==> src/rtl/core/mrwt_pkg.sv <==
// Package for the Miller-Rabin witness test block.
// Holds the fixed field widths and the sequencer state codes; no dependencies.
`default_nettype none

package mrwt_pkg;

	// Width of the candidate and witness_base ports
	localparam int FIELD_WIDTH = 32;

	// Sequencer state codes
	localparam int ST_WIDTH = 4;
	localparam logic [ST_WIDTH-1:0] ST_IDLE  = 4'd0;
	localparam logic [ST_WIDTH-1:0] ST_SHIFT = 4'd1;
	localparam logic [ST_WIDTH-1:0] ST_RED   = 4'd2;
	localparam logic [ST_WIDTH-1:0] ST_POW   = 4'd3;
	localparam logic [ST_WIDTH-1:0] ST_PMUL  = 4'd4;
	localparam logic [ST_WIDTH-1:0] ST_PSQR  = 4'd5;
	localparam logic [ST_WIDTH-1:0] ST_CHK   = 4'd6;
	localparam logic [ST_WIDTH-1:0] ST_LOOP  = 4'd7;
	localparam logic [ST_WIDTH-1:0] ST_LSQ   = 4'd8;
	localparam logic [ST_WIDTH-1:0] ST_DONE  = 4'd9;

endpackage

`default_nettype wire

==> src/rtl/core/miller_rabin_witness_test_top.sv <==
// Top level of the Miller-Rabin witness test: sequencer plus a shared
// bit-serial modular multiplier. Depends on mrwt_pkg.
//
// Usage:
//   Input channel (in_valid/in_ready) carries one beat: candidate n and
//   witness_base a, taken in their low NUM_WIDTH bits. Output channel
//   (out_valid/out_ready) returns one beat per input: probably_prime and
//   decided_without_base.
//   Small or even candidates (n < 4 or n even) are decided at once: the
//   sequencer goes straight to ST_DONE and loads the result into the output
//   register, then returns to ST_IDLE, where the next input beat can follow.
//   Every other candidate runs through one shared modular multiplier that
//   consumes one multiplier bit per cycle. A test needs one product to
//   reduce the base, a square for every bit of d plus a multiply for every
//   set bit, and up to r-1 more squarings. The most products are needed for
//   n = 2^NUM_WIDTH - 1 (r = 1, d all ones). One item is in work at a time,
//   so the next input beat is taken in the cycle after the result leaves the
//   sequencer, even while it still waits in the output register. If the
//   receiver stalls, a finished result holds in the sequencer, and the input
//   with it, until the output register frees up.
//   Reset (arst_n low) drops any item in work and clears out_valid.
`default_nettype none

module miller_rabin_witness_test_top #(
	parameter int NUM_WIDTH = 32
) (
	input  wire logic                              clk,
	input  wire logic                              arst_n,
	input  wire logic                              in_valid,
	output      logic                              in_ready,
	input  wire logic [mrwt_pkg::FIELD_WIDTH-1:0]  candidate,
	input  wire logic [mrwt_pkg::FIELD_WIDTH-1:0]  witness_base,
	output      logic                              out_valid,
	input  wire logic                              out_ready,
	output      logic                              probably_prime,
	output      logic                              decided_without_base
);

	localparam int CNT_W = $clog2(NUM_WIDTH + 1);
	localparam int SUM_W = NUM_WIDTH + 2;

	// Operands cut or widened to NUM_WIDTH
	logic [NUM_WIDTH-1:0] n_in;
	logic [NUM_WIDTH-1:0] a_in;

	if (NUM_WIDTH <= mrwt_pkg::FIELD_WIDTH) begin : g_trunc
		assign n_in = candidate[NUM_WIDTH-1:0];
		assign a_in = witness_base[NUM_WIDTH-1:0];
	end else begin : g_ext
		assign n_in = {{(NUM_WIDTH - mrwt_pkg::FIELD_WIDTH){1'b0}}, candidate};
		assign a_in = {{(NUM_WIDTH - mrwt_pkg::FIELD_WIDTH){1'b0}}, witness_base};
	end

	// Sequencer registers
	logic [mrwt_pkg::ST_WIDTH-1:0] state_q;
	logic [NUM_WIDTH-1:0]          n_q;      // modulus
	logic [NUM_WIDTH-1:0]          last_q;   // n - 1
	logic [NUM_WIDTH-1:0]          a_q;      // raw base
	logic [NUM_WIDTH-1:0]          e_q;      // exponent, shifts right
	logic [NUM_WIDTH-1:0]          b_q;      // running power of the base
	logic [NUM_WIDTH-1:0]          x_q;      // running result
	logic [CNT_W-1:0]              r_q;      // remaining squarings count
	logic                          res_pp_q;
	logic                          res_dwb_q;

	// Output register
	logic out_valid_q;
	logic out_pp_q;
	logic out_dwb_q;

	// Shared bit-serial multiplier: acc = acc*2 + bit*mx mod n, MSB of my first
	logic                 mul_busy_q;
	logic [CNT_W-1:0]     mcnt_q;
	logic [NUM_WIDTH-1:0] mx_q;
	logic [NUM_WIDTH-1:0] my_q;
	logic [NUM_WIDTH-1:0] acc_q;

	logic                 mul_start;
	logic [NUM_WIDTH-1:0] mul_x;
	logic [NUM_WIDTH-1:0] mul_y;

	logic [SUM_W-1:0] step_sum;
	logic [SUM_W-1:0] mod1;
	logic [SUM_W-1:0] mod2;
	logic [SUM_W-1:0] step_red;

	always_comb begin
		mod1     = {2'b00, n_q};
		mod2     = {1'b0, n_q, 1'b0};
		step_sum = {1'b0, acc_q, 1'b0}
			+ (my_q[NUM_WIDTH-1] ? {2'b00, mx_q} : {SUM_W{1'b0}});
		// step_sum < 3n: subtract 0, n or 2n
		if (step_sum >= mod2) begin
			step_red = step_sum - mod2;
		end else if (step_sum >= mod1) begin
			step_red = step_sum - mod1;
		end else begin
			step_red = step_sum;
		end
	end

	wire in_fire  = in_valid && in_ready;
	wire out_free = !out_valid_q || out_ready;
	wire n_small  = (n_in[NUM_WIDTH-1:2] == '0) || !n_in[0];

	assign in_ready = (state_q == mrwt_pkg::ST_IDLE);

	// Multiplier launch requests from the sequencer
	always_comb begin
		mul_start = 1'b0;
		mul_x     = b_q;
		mul_y     = b_q;
		case (state_q)
			mrwt_pkg::ST_SHIFT: begin
				// a mod n as Horner over the bits of a: 1 * a mod n
				if (e_q[0]) begin
					mul_start = 1'b1;
					mul_x     = {{(NUM_WIDTH-1){1'b0}}, 1'b1};
					mul_y     = a_q;
				end
			end
			mrwt_pkg::ST_POW: begin
				if (e_q != '0) begin
					mul_start = 1'b1;
					if (e_q[0]) begin
						mul_x = x_q;
					end
				end
			end
			mrwt_pkg::ST_PMUL: begin
				mul_start = !mul_busy_q;
			end
			mrwt_pkg::ST_LOOP: begin
				if (r_q > CNT_W'(1)) begin
					mul_start = 1'b1;
					mul_x     = x_q;
					mul_y     = x_q;
				end
			end
			default: begin
				mul_start = 1'b0;
			end
		endcase
	end

	// Multiplier datapath
	always_ff @(posedge clk or negedge arst_n) begin
		if (!arst_n) begin
			mul_busy_q <= 1'b0;
			mcnt_q     <= '0;
		end else if (mul_start) begin
			mul_busy_q <= 1'b1;
			mcnt_q     <= CNT_W'(NUM_WIDTH);
		end else if (mul_busy_q) begin
			mcnt_q     <= mcnt_q - CNT_W'(1);
			mul_busy_q <= (mcnt_q != CNT_W'(1));
		end
	end

	always_ff @(posedge clk) begin
		if (mul_start) begin
			mx_q  <= mul_x;
			my_q  <= mul_y;
			acc_q <= '0;
		end else if (mul_busy_q) begin
			acc_q <= step_red[NUM_WIDTH-1:0];
			my_q  <= {my_q[NUM_WIDTH-2:0], 1'b0};
		end
	end

	// Sequencer control
	always_ff @(posedge clk or negedge arst_n) begin
		if (!arst_n) begin
			state_q <= mrwt_pkg::ST_IDLE;
		end else begin
			case (state_q)
				mrwt_pkg::ST_IDLE: begin
					if (in_fire) begin
						state_q <= n_small ? mrwt_pkg::ST_DONE : mrwt_pkg::ST_SHIFT;
					end
				end
				mrwt_pkg::ST_SHIFT: begin
					if (e_q[0]) begin
						state_q <= mrwt_pkg::ST_RED;
					end
				end
				mrwt_pkg::ST_RED: begin
					if (!mul_busy_q) begin
						state_q <= mrwt_pkg::ST_POW;
					end
				end
				mrwt_pkg::ST_POW: begin
					if (e_q == '0) begin
						state_q <= mrwt_pkg::ST_CHK;
					end else if (e_q[0]) begin
						state_q <= mrwt_pkg::ST_PMUL;
					end else begin
						state_q <= mrwt_pkg::ST_PSQR;
					end
				end
				mrwt_pkg::ST_PMUL: begin
					if (!mul_busy_q) begin
						state_q <= mrwt_pkg::ST_PSQR;
					end
				end
				mrwt_pkg::ST_PSQR: begin
					if (!mul_busy_q) begin
						state_q <= mrwt_pkg::ST_POW;
					end
				end
				mrwt_pkg::ST_CHK: begin
					if (x_q == {{(NUM_WIDTH-1){1'b0}}, 1'b1} || x_q == last_q) begin
						state_q <= mrwt_pkg::ST_DONE;
					end else begin
						state_q <= mrwt_pkg::ST_LOOP;
					end
				end
				mrwt_pkg::ST_LOOP: begin
					state_q <= (r_q > CNT_W'(1)) ? mrwt_pkg::ST_LSQ : mrwt_pkg::ST_DONE;
				end
				mrwt_pkg::ST_LSQ: begin
					if (!mul_busy_q) begin
						state_q <= (acc_q == last_q) ? mrwt_pkg::ST_DONE
							: mrwt_pkg::ST_LOOP;
					end
				end
				mrwt_pkg::ST_DONE: begin
					if (out_free) begin
						state_q <= mrwt_pkg::ST_IDLE;
					end
				end
				default: begin
					state_q <= mrwt_pkg::ST_IDLE;
				end
			endcase
		end
	end

	// Sequencer datapath
	always_ff @(posedge clk) begin
		case (state_q)
			mrwt_pkg::ST_IDLE: begin
				n_q       <= n_in;
				last_q    <= n_in - NUM_WIDTH'(1);
				e_q       <= n_in - NUM_WIDTH'(1);
				a_q       <= a_in;
				r_q       <= '0;
				res_pp_q  <= (n_in == NUM_WIDTH'(2)) || (n_in == NUM_WIDTH'(3));
				res_dwb_q <= 1'b1;
			end
			mrwt_pkg::ST_SHIFT: begin
				// strip factors of two from n - 1
				res_dwb_q <= 1'b0;
				if (!e_q[0]) begin
					e_q <= {1'b0, e_q[NUM_WIDTH-1:1]};
					r_q <= r_q + CNT_W'(1);
				end
			end
			mrwt_pkg::ST_RED: begin
				if (!mul_busy_q) begin
					b_q <= acc_q;
					x_q <= {{(NUM_WIDTH-1){1'b0}}, 1'b1};
				end
			end
			mrwt_pkg::ST_PMUL: begin
				if (!mul_busy_q) begin
					x_q <= acc_q;
				end
			end
			mrwt_pkg::ST_PSQR: begin
				if (!mul_busy_q) begin
					b_q <= acc_q;
					e_q <= {1'b0, e_q[NUM_WIDTH-1:1]};
				end
			end
			mrwt_pkg::ST_CHK: begin
				res_pp_q <= (x_q == {{(NUM_WIDTH-1){1'b0}}, 1'b1}) || (x_q == last_q);
			end
			mrwt_pkg::ST_LOOP: begin
				if (r_q > CNT_W'(1)) begin
					r_q <= r_q - CNT_W'(1);
				end
			end
			mrwt_pkg::ST_LSQ: begin
				if (!mul_busy_q) begin
					x_q      <= acc_q;
					res_pp_q <= (acc_q == last_q);
				end
			end
			default: begin
				res_pp_q <= res_pp_q;
			end
		endcase
	end

	// Output register: load from the sequencer, hold while stalled
	always_ff @(posedge clk or negedge arst_n) begin
		if (!arst_n) begin
			out_valid_q <= 1'b0;
		end else if (state_q == mrwt_pkg::ST_DONE && out_free) begin
			out_valid_q <= 1'b1;
		end else if (out_ready) begin
			out_valid_q <= 1'b0;
		end
	end

	always_ff @(posedge clk) begin
		if (state_q == mrwt_pkg::ST_DONE && out_free) begin
			out_pp_q  <= res_pp_q;
			out_dwb_q <= res_dwb_q;
		end
	end

	assign out_valid            = out_valid_q;
	assign probably_prime       = out_pp_q;
	assign decided_without_base = out_dwb_q;

endmodule

`default_nettype wire
==> config.mk <==
export PLATFORM = sky130hd
export DESIGN_NAME = miller_rabin_witness_test_top
export DESIGN_NICKNAME = d
export VERILOG_FILES = /design/src/rtl/core/mrwt_pkg.sv /design/src/rtl/core/miller_rabin_witness_test_top.sv
export SDC_FILE = /design/constraint.sdc
export NUM_CORES = 1
export LEC_CHECK = 0
export ABC_AREA = 1
export BUFFER_PORTS_ARGS = -buffer_cell sky130_fd_sc_hd__buf_2
export CORE_MARGIN = 2
export CORE_UTILIZATION = 40
export DETAILED_ROUTE_END_ITERATION = 8
export PLACE_DENSITY = 0.66
export SLEW_MARGIN = 20
export SYNTH_ARGS = -nofsm -noshare
export SYNTH_HDL_FRONTEND = slang
export SYNTH_SLANG_ARGS = --single-unit
export TNS_END_PERCENT = 10
==> constraint.sdc <==
create_clock -name clk -period 6.7 [get_ports clk]
set_input_delay 1.34 -clock clk [delete_from_list [all_inputs] [get_ports clk]]
set_output_delay 1.34 -clock clk [all_outputs]
set_load 0.01 [all_outputs]
==> flow_summary_export.csv, run 1 <==
group,metric,value,unit
placed_design,io_buffer_count,71,
clock_network,ctsHoldBuffers,0,
floorplan,fp.dieArea,55300,µm²
clock_network,numCtsBuffers,36,
global_route,antenna_found_initial,1,
outcome,outcome,"finished clean",
critical_path,path_class,"reg2reg",
floorplan,start_util,40.6,%
sta,worst_slew_pin_slew,1.01,ns
routing,routed_wirelength,76900,µm
floorplan,chipHeight,235,µm
critical_path,critPathBufInv,4,
sta,maxSlewViolCount,0,
final_layout,final.fill_count,5200,
sta,tns,0,ns
critical_path,cpMaxStageDelayCell,"edfxtp_1",
global_route,grt_max_degree,92,
sta,setup_violations,0,
yosys,synth_commonest_cells,"599 x nand2_1, 407 x inv_1, 291 x nor2_1",
routing,first_iter_violations,2318,
placed_design,gp_congestion,1.02,
routing,drtPass1Iterations,6,
hold_path,hold_path_class,"reg2reg",
global_route,grt_pass1_vias,18200,
critical_path,worstReg2RegEnd,"acc_q[22]",
yosys,ys.flop_type,"edfxtp_1",
final_layout,fin_nets,2974,
final_layout,syn_to_final_growth,11.0,%
global_route,gr-usage-all-layers,27.2,%
critical_path,cp.arrival,6.28,ns
sta,period_share,86.4,%
clock_network,cts_sinks,310,
yosys,async_reset_ff_share,3.87,%
final_layout,multi_input_area,10600,µm²
critical_path,reg2reg_from,"my_q[31]",
routing,ant_nets,0,
floorplan,pin_count,72,
floorplan,die_w,235,µm
clock_network,cts-root-buf,"clkbuf_16",
yosys,synthDistinctLibCells,59,
clock_network,cts_resized,0,
sta,relSlewSlack,32.2,%
sta,fin_crit,5.79,ns
clock_network,cts_buffer_depth,3,
yosys,synth_warnings,0,
routing,vias_per_cell,5.60,
yosys,ys_seq_elements,310,
critical_path,reg2reg_depth,26,
routing,vias,19700,
critical_path,critPathMostFrequentCell,"nand2_1",
clock_network,path_clk_slew,0.06,ns
yosys,post-synth-top-area-cell,"edfxtp_1",
floorplan,core_area,52700,µm²
yosys,netlist_top_cells_area,"edfxtp_1 37%, nand2_1 11%, inv_1 7.2%",
yosys,synth_top_area_share,37.4,%
critical_path,critPathRequiredTime,7.20,ns
global_route,overflow,0,
routing,wl_per_cell,21.9,µm
yosys,yosysSeqAreaShare,41.8,%
yosys,synth-edff-count,266,
sta,grt_setup_unrepaired,"no",
yosys,synthCells,2725,
yosys,yosysMostFrequentCell,"nand2_1",
yosys,syn_nets,2899,
run,max_cap_violations,0,
final_layout,drive_above_1_share,7.85,%
critical_path,cp_top_family,"simple AND/OR/NAND/NOR gates",
critical_path,crit_cells,26,
clock_network,insertion_delay,0.58,ns
critical_path,r2r_slack,0.91,ns
sta,hold_viol,0,
clock_network,tritoncts,"built",
sta,clock_skew,0.0317,ns
critical_path,crit_end,"acc_q[22]",
floorplan,num_rows,84,
sta,max_freq,173,MHz
final_layout,seq_area,8930,µm²
critical_path,start_kind,"register",
critical_path,slowest_delay,0.80,ns
critical_path,path_max_fanout,30,
routing,drc,0,
placed_design,dp_hpwl,62000,µm
critical_path,cp-end-kind,"register",
clock_network,post_cts_buffers,0,
critical_path,crit_start,"my_q[31]",
yosys,avgSynthCellArea,7.84,µm²
global_route,grt_pass1_wl,114000,µm
clock_network,ctsHtreeMaxLevel,2,
yosys,post_synth_instance_area,21400,µm²
## logic make-up after synthesis
group / count (synthesis) / synth area share (%)
XOR/XNOR: 137 / 5.62
adder cells (fa/ha/maj): 106 / 6.32
AND/OR/NAND/NOR: 1175 / 23.5
flip-flops: 310 / 41.8
AO/OA/AOI/OAI: 521 / 14.0
buffers and inverters: 476 / 8.75
## area by class of cell
class                      count  area share, %
clock inverter                23           1.19
antenna                        1         0.0106
inverter                     414           6.55
clock buffer                  43           4.00
tap                          688           3.63
multi-input combinational   1939           44.6
sequential                   310           37.6
timing repair buffer          99           2.38
## registers in the layout, indices dropped and copies added, names as in the netlist, 4 cells and up
| signal | count |
|---|---|
| a_q | 32 |
| my_q | 32 |
| acc_q | 32 |
| state_q | 4 |
| mx_q | 32 |
| b_q | 32 |
| r_q | 6 |
| e_q | 32 |
| mcnt_q | 6 |
| n_q | 32 |
| last_q | 32 |
| x_q | 32 |
## routing by layer
| metal | up-vias | share of wire [%] | GRT usage, % |
|---|---|---|---|
| met3 | 138 | 8.0 | 3.83 |
| met4 | 0 | 3.2 | 8.29 |
| li1 | 9297 | - | - |
| met2 | 901 | 44 | 42.5 |
| met5 | - | 0 | 0 |
| met1 | 9350 | 44 | 38.8 |
## stage by stage
stage | std cells | hold slack [ns] | cell area (µm²) | util [%] | setup slack, ns
final | 3517 | 0.431 | 23700 | 45.0 | 0.913
after detailed placement | 3450 | 0.420 | 22500 | 42.7 | 1.11
after CTS | 3516 | 0.435 | 23700 | 45.0 | 1.09
after floorplan | 2725 | 0.400 | 21400 | - | 0.568
after global placement | 3450 | 0.419 | 22500 | 42.7 | 1.12
after global routing | 3516 | 0.445 | 23700 | 45.0 | 0.515
## placed cells by master (no fill, tap or decap), types with 28 or more instances in the layout
master,instances
nand3_1,122
nor4_1,30
nand4_1,39
buf_2,71
buf_4,28
nor3_1,29
nand2_1,599
a21oi_1,198
o21ai_0,184
edfxtp_1,266
clkbuf_16,37
nor2_1,287
ha_1,103
inv_1,407
xnor2_1,58
xor2_1,79
dfxtp_1,32
## worst reg2reg max path, cell delays in order (launching register included)
cell and delay [ns]:
edfxtp_1 0.80, nand2_1 0.14, inv_1 0.09, ha_1 0.17
inv_1 0.06, fa_1 0.39, nand3b_1 0.17, nand2_1 0.17
nand3_1 0.09, nand2_1 0.21, nand2_1 0.08, nand2_1 0.22
a21oi_1 0.12, xor2_1 0.28, inv_1 0.15, ha_1 0.41
nand2_1 0.14, nor2_1 0.30, nand2_1 0.09, nor2_1 0.22
a41oi_1 0.25, nand4_4 0.38, buf_4 0.39, nand2_1 0.11
o21ai_0 0.09, nand2_1 0.07, a21oi_1 0.12
## worst min path at each step
| stage | from | endpoint | slack [ns] | depth (start not counted) |
|---|---|---|---|---|
| 5_1_grt | res_pp_q | probably_prime | 0.44 | 0 |
| 4_1_cts | res_pp_q | probably_prime | 0.44 | 0 |
| 3_3_place_gp | res_dwb_q | decided_without_base | 0.42 | 0 |
| 6_report | res_pp_q | probably_prime | 0.43 | 0 |
| 2_1_floorplan | res_dwb_q | decided_without_base | 0.40 | 0 |
| 3_5_place_dp | res_pp_q | probably_prime | 0.42 | 0 |
Power of run 1 is left out: the tool's default activity adds up to more than one toggle a clock period on the data nets, which glitch-free logic cannot reach.
==> run 2: changes to the inputs <==
--- a/config.mk
+++ b/config.mk
@@ -9,6 +9,7 @@
 export BUFFER_PORTS_ARGS = -buffer_cell sky130_fd_sc_hd__buf_2
 export CORE_MARGIN = 2
 export CORE_UTILIZATION = 40
+export CTS_BUF_LIST = sky130_fd_sc_hd__clkbuf_4 sky130_fd_sc_hd__clkbuf_8
 export DETAILED_ROUTE_END_ITERATION = 8
 export PLACE_DENSITY = 0.66
 export SLEW_MARGIN = 20
==> constraint.sdc (replaced) <==
create_clock -name clk -period 5.45 [get_ports clk]
set_input_delay 1.09 -clock clk [delete_from_list [all_inputs] [get_ports clk]]
set_output_delay 1.09 -clock clk [all_outputs]
set_load 0.01 [all_outputs]
==> flow_summary_export.csv, run 2 (synthesis results as in run 1) <==
group,metric,value,unit
critical_path,cp_top_family,"simple AND/OR/NAND/NOR gates",
floorplan,fp.dieArea,55300,µm²
floorplan,core_area,52700,µm²
sta,grt_setup_unrepaired,"no",
critical_path,critPathRequiredTime,5.99,ns
routing,vias_per_cell,5.54,
clock_network,ctsHoldBuffers,0,
floorplan,num_rows,84,
final_layout,mostFrequentLayoutCells,"599 x nand2_1, 407 x inv_1, 286 x nor2_1",
sta,relSlewSlack,24.7,%
global_route,met2_usage,42.9,%
sta,worst_slew_pin_slew,1.12,ns
critical_path,path_class,"reg2reg",
critical_path,reg2reg_depth,25,
critical_path,reg2reg_from,"my_q[31]",
placed_design,dp_hpwl,62300,µm
floorplan,chipHeight,235,µm
final_layout,drive_above_1_share,9.14,%
clock_network,cts_sinks,310,
final_layout,fin_nets,3005,
placed_design,gp_congestion,1.11,
clock_network,cts-root-buf,"clkbuf_8",
global_route,grt-busiest-layer,"met2",
placed_design,io_buffer_count,71,
clock_network,cts_buffer_depth,3,
sta,max_freq,196,MHz
floorplan,start_util,40.6,%
critical_path,start_kind,"register",
outcome,outcome,"finished clean",
sta,fin_crit,5.11,ns
clock_network,numCtsBuffers,55,
global_route,gr-usage-met1,37.9,%
critical_path,path_max_fanout,7,
critical_path,critPathBufInv,5,
sta,hold_slack,0.393,ns
global_route,antenna_found_initial,1,
sta,hold_viol,0,
critical_path,cpMaxStageDelayCell,"o21ai_0",
sta,tns,0,ns
floorplan,die_w,235,µm
global_route,grt_max_degree,66,
sta,period_share,93.8,%
clock_network,path_clk_slew,0.06,ns
critical_path,cp.arrival,5.65,ns
sta,maxSlewViolCount,0,
clock_network,ctsHtreeMaxLevel,2,
routing,first_iter_violations,2135,
clock_network,tritoncts,"built",
critical_path,worstReg2RegEnd,"acc_q[29]",
final_layout,syn_to_final_growth,11.4,%
hold_path,hold_path_class,"in2async",
global_route,gr-usage-all-layers,27.2,%
global_route,grt_pass1_vias,18700,
critical_path,r2r_slack,0.34,ns
global_route,overflow,0,
routing,drc,0,
run,max_cap_violations,0,
sta,setup_violations,0,
critical_path,slowest_delay,0.88,ns
sta,clock_skew,0.0343,ns
routing,vias,19800,
global_route,grt_use_met3,4.71,%
final_layout,diodes,0,
critical_path,cp-end-kind,"register",
routing,wl_per_cell,21.5,µm
routing,ant_nets,0,
final_layout,final_common_cell,"nand2_1",
critical_path,critPathMostFrequentCell,"nand2_1",
floorplan,pin_count,72,
routing,routed_wirelength,76800,µm
clock_network,insertion_delay,0.66,ns
routing,drtPass1Iterations,7,
global_route,grt_pass1_wl,114000,µm
run 2: cell count changes in the layout (fill, tap and decap cells not counted), sizes merged:
cell and delta:
bufinv +1, buf +12, clkbuf +27, inv +1, diode -1, clkinvlp -2, clkinv +10
run 2: final cells by class:
| cell class | instances | area, µm² |
|---|---|---|
| inverter | 414 | 1550 |
| clock inverter | 33 | 299 |
| clock buffer | 70 | 876 |
| sequential | 310 | 8930 |
| timing repair buffer | 111 | 684 |
| fill | 5241 | 28900 |
| tap | 688 | 861 |
| multi-input combinational | 1939 | 10600 |
run 2: worst max path at each step:
stage                    start  slack [ns]         to  cells after the start
finish                my_q[31]        0.34  acc_q[29]                     25
global route          my_q[31]        0.02   acc_q[1]                     28
CTS                   my_q[31]         0.1  acc_q[12]                     23
detailed placement    my_q[31]        0.18  acc_q[14]                     23
global placement      my_q[31]         0.1   acc_q[0]                     22
floorplan           state_q[3]        1.16   in_ready                      3
run 2: repair_timing:
action                                  CTS  global route
gates resized for setup                   0             6
endpoints found under the setup margin    0            32
buffers inserted                          0             3
run 2: per-stage QoR:
stage          cells  utilization (%)  instance area (µm²)  worst slack [ns]
3_5_place_dp    3459             42.9                22600             0.184
5_1_grt         3565             45.2                23800            0.0206
4_1_cts         3562             45.1                23700            0.0979
2_1_floorplan   2725                -                21400              1.16
3_3_place_gp    3459             42.9                22600            0.0994
6_report        3565             45.2                23800             0.339
run 2: layer usage:
metal,share of wire (%),vias to the layer above
li1,-,9359
met4,3.2,2
met5,0.017,-
met2,45,903
met3,8.4,134
met1,44,9361
Power of run 2 is left out for the same reason.
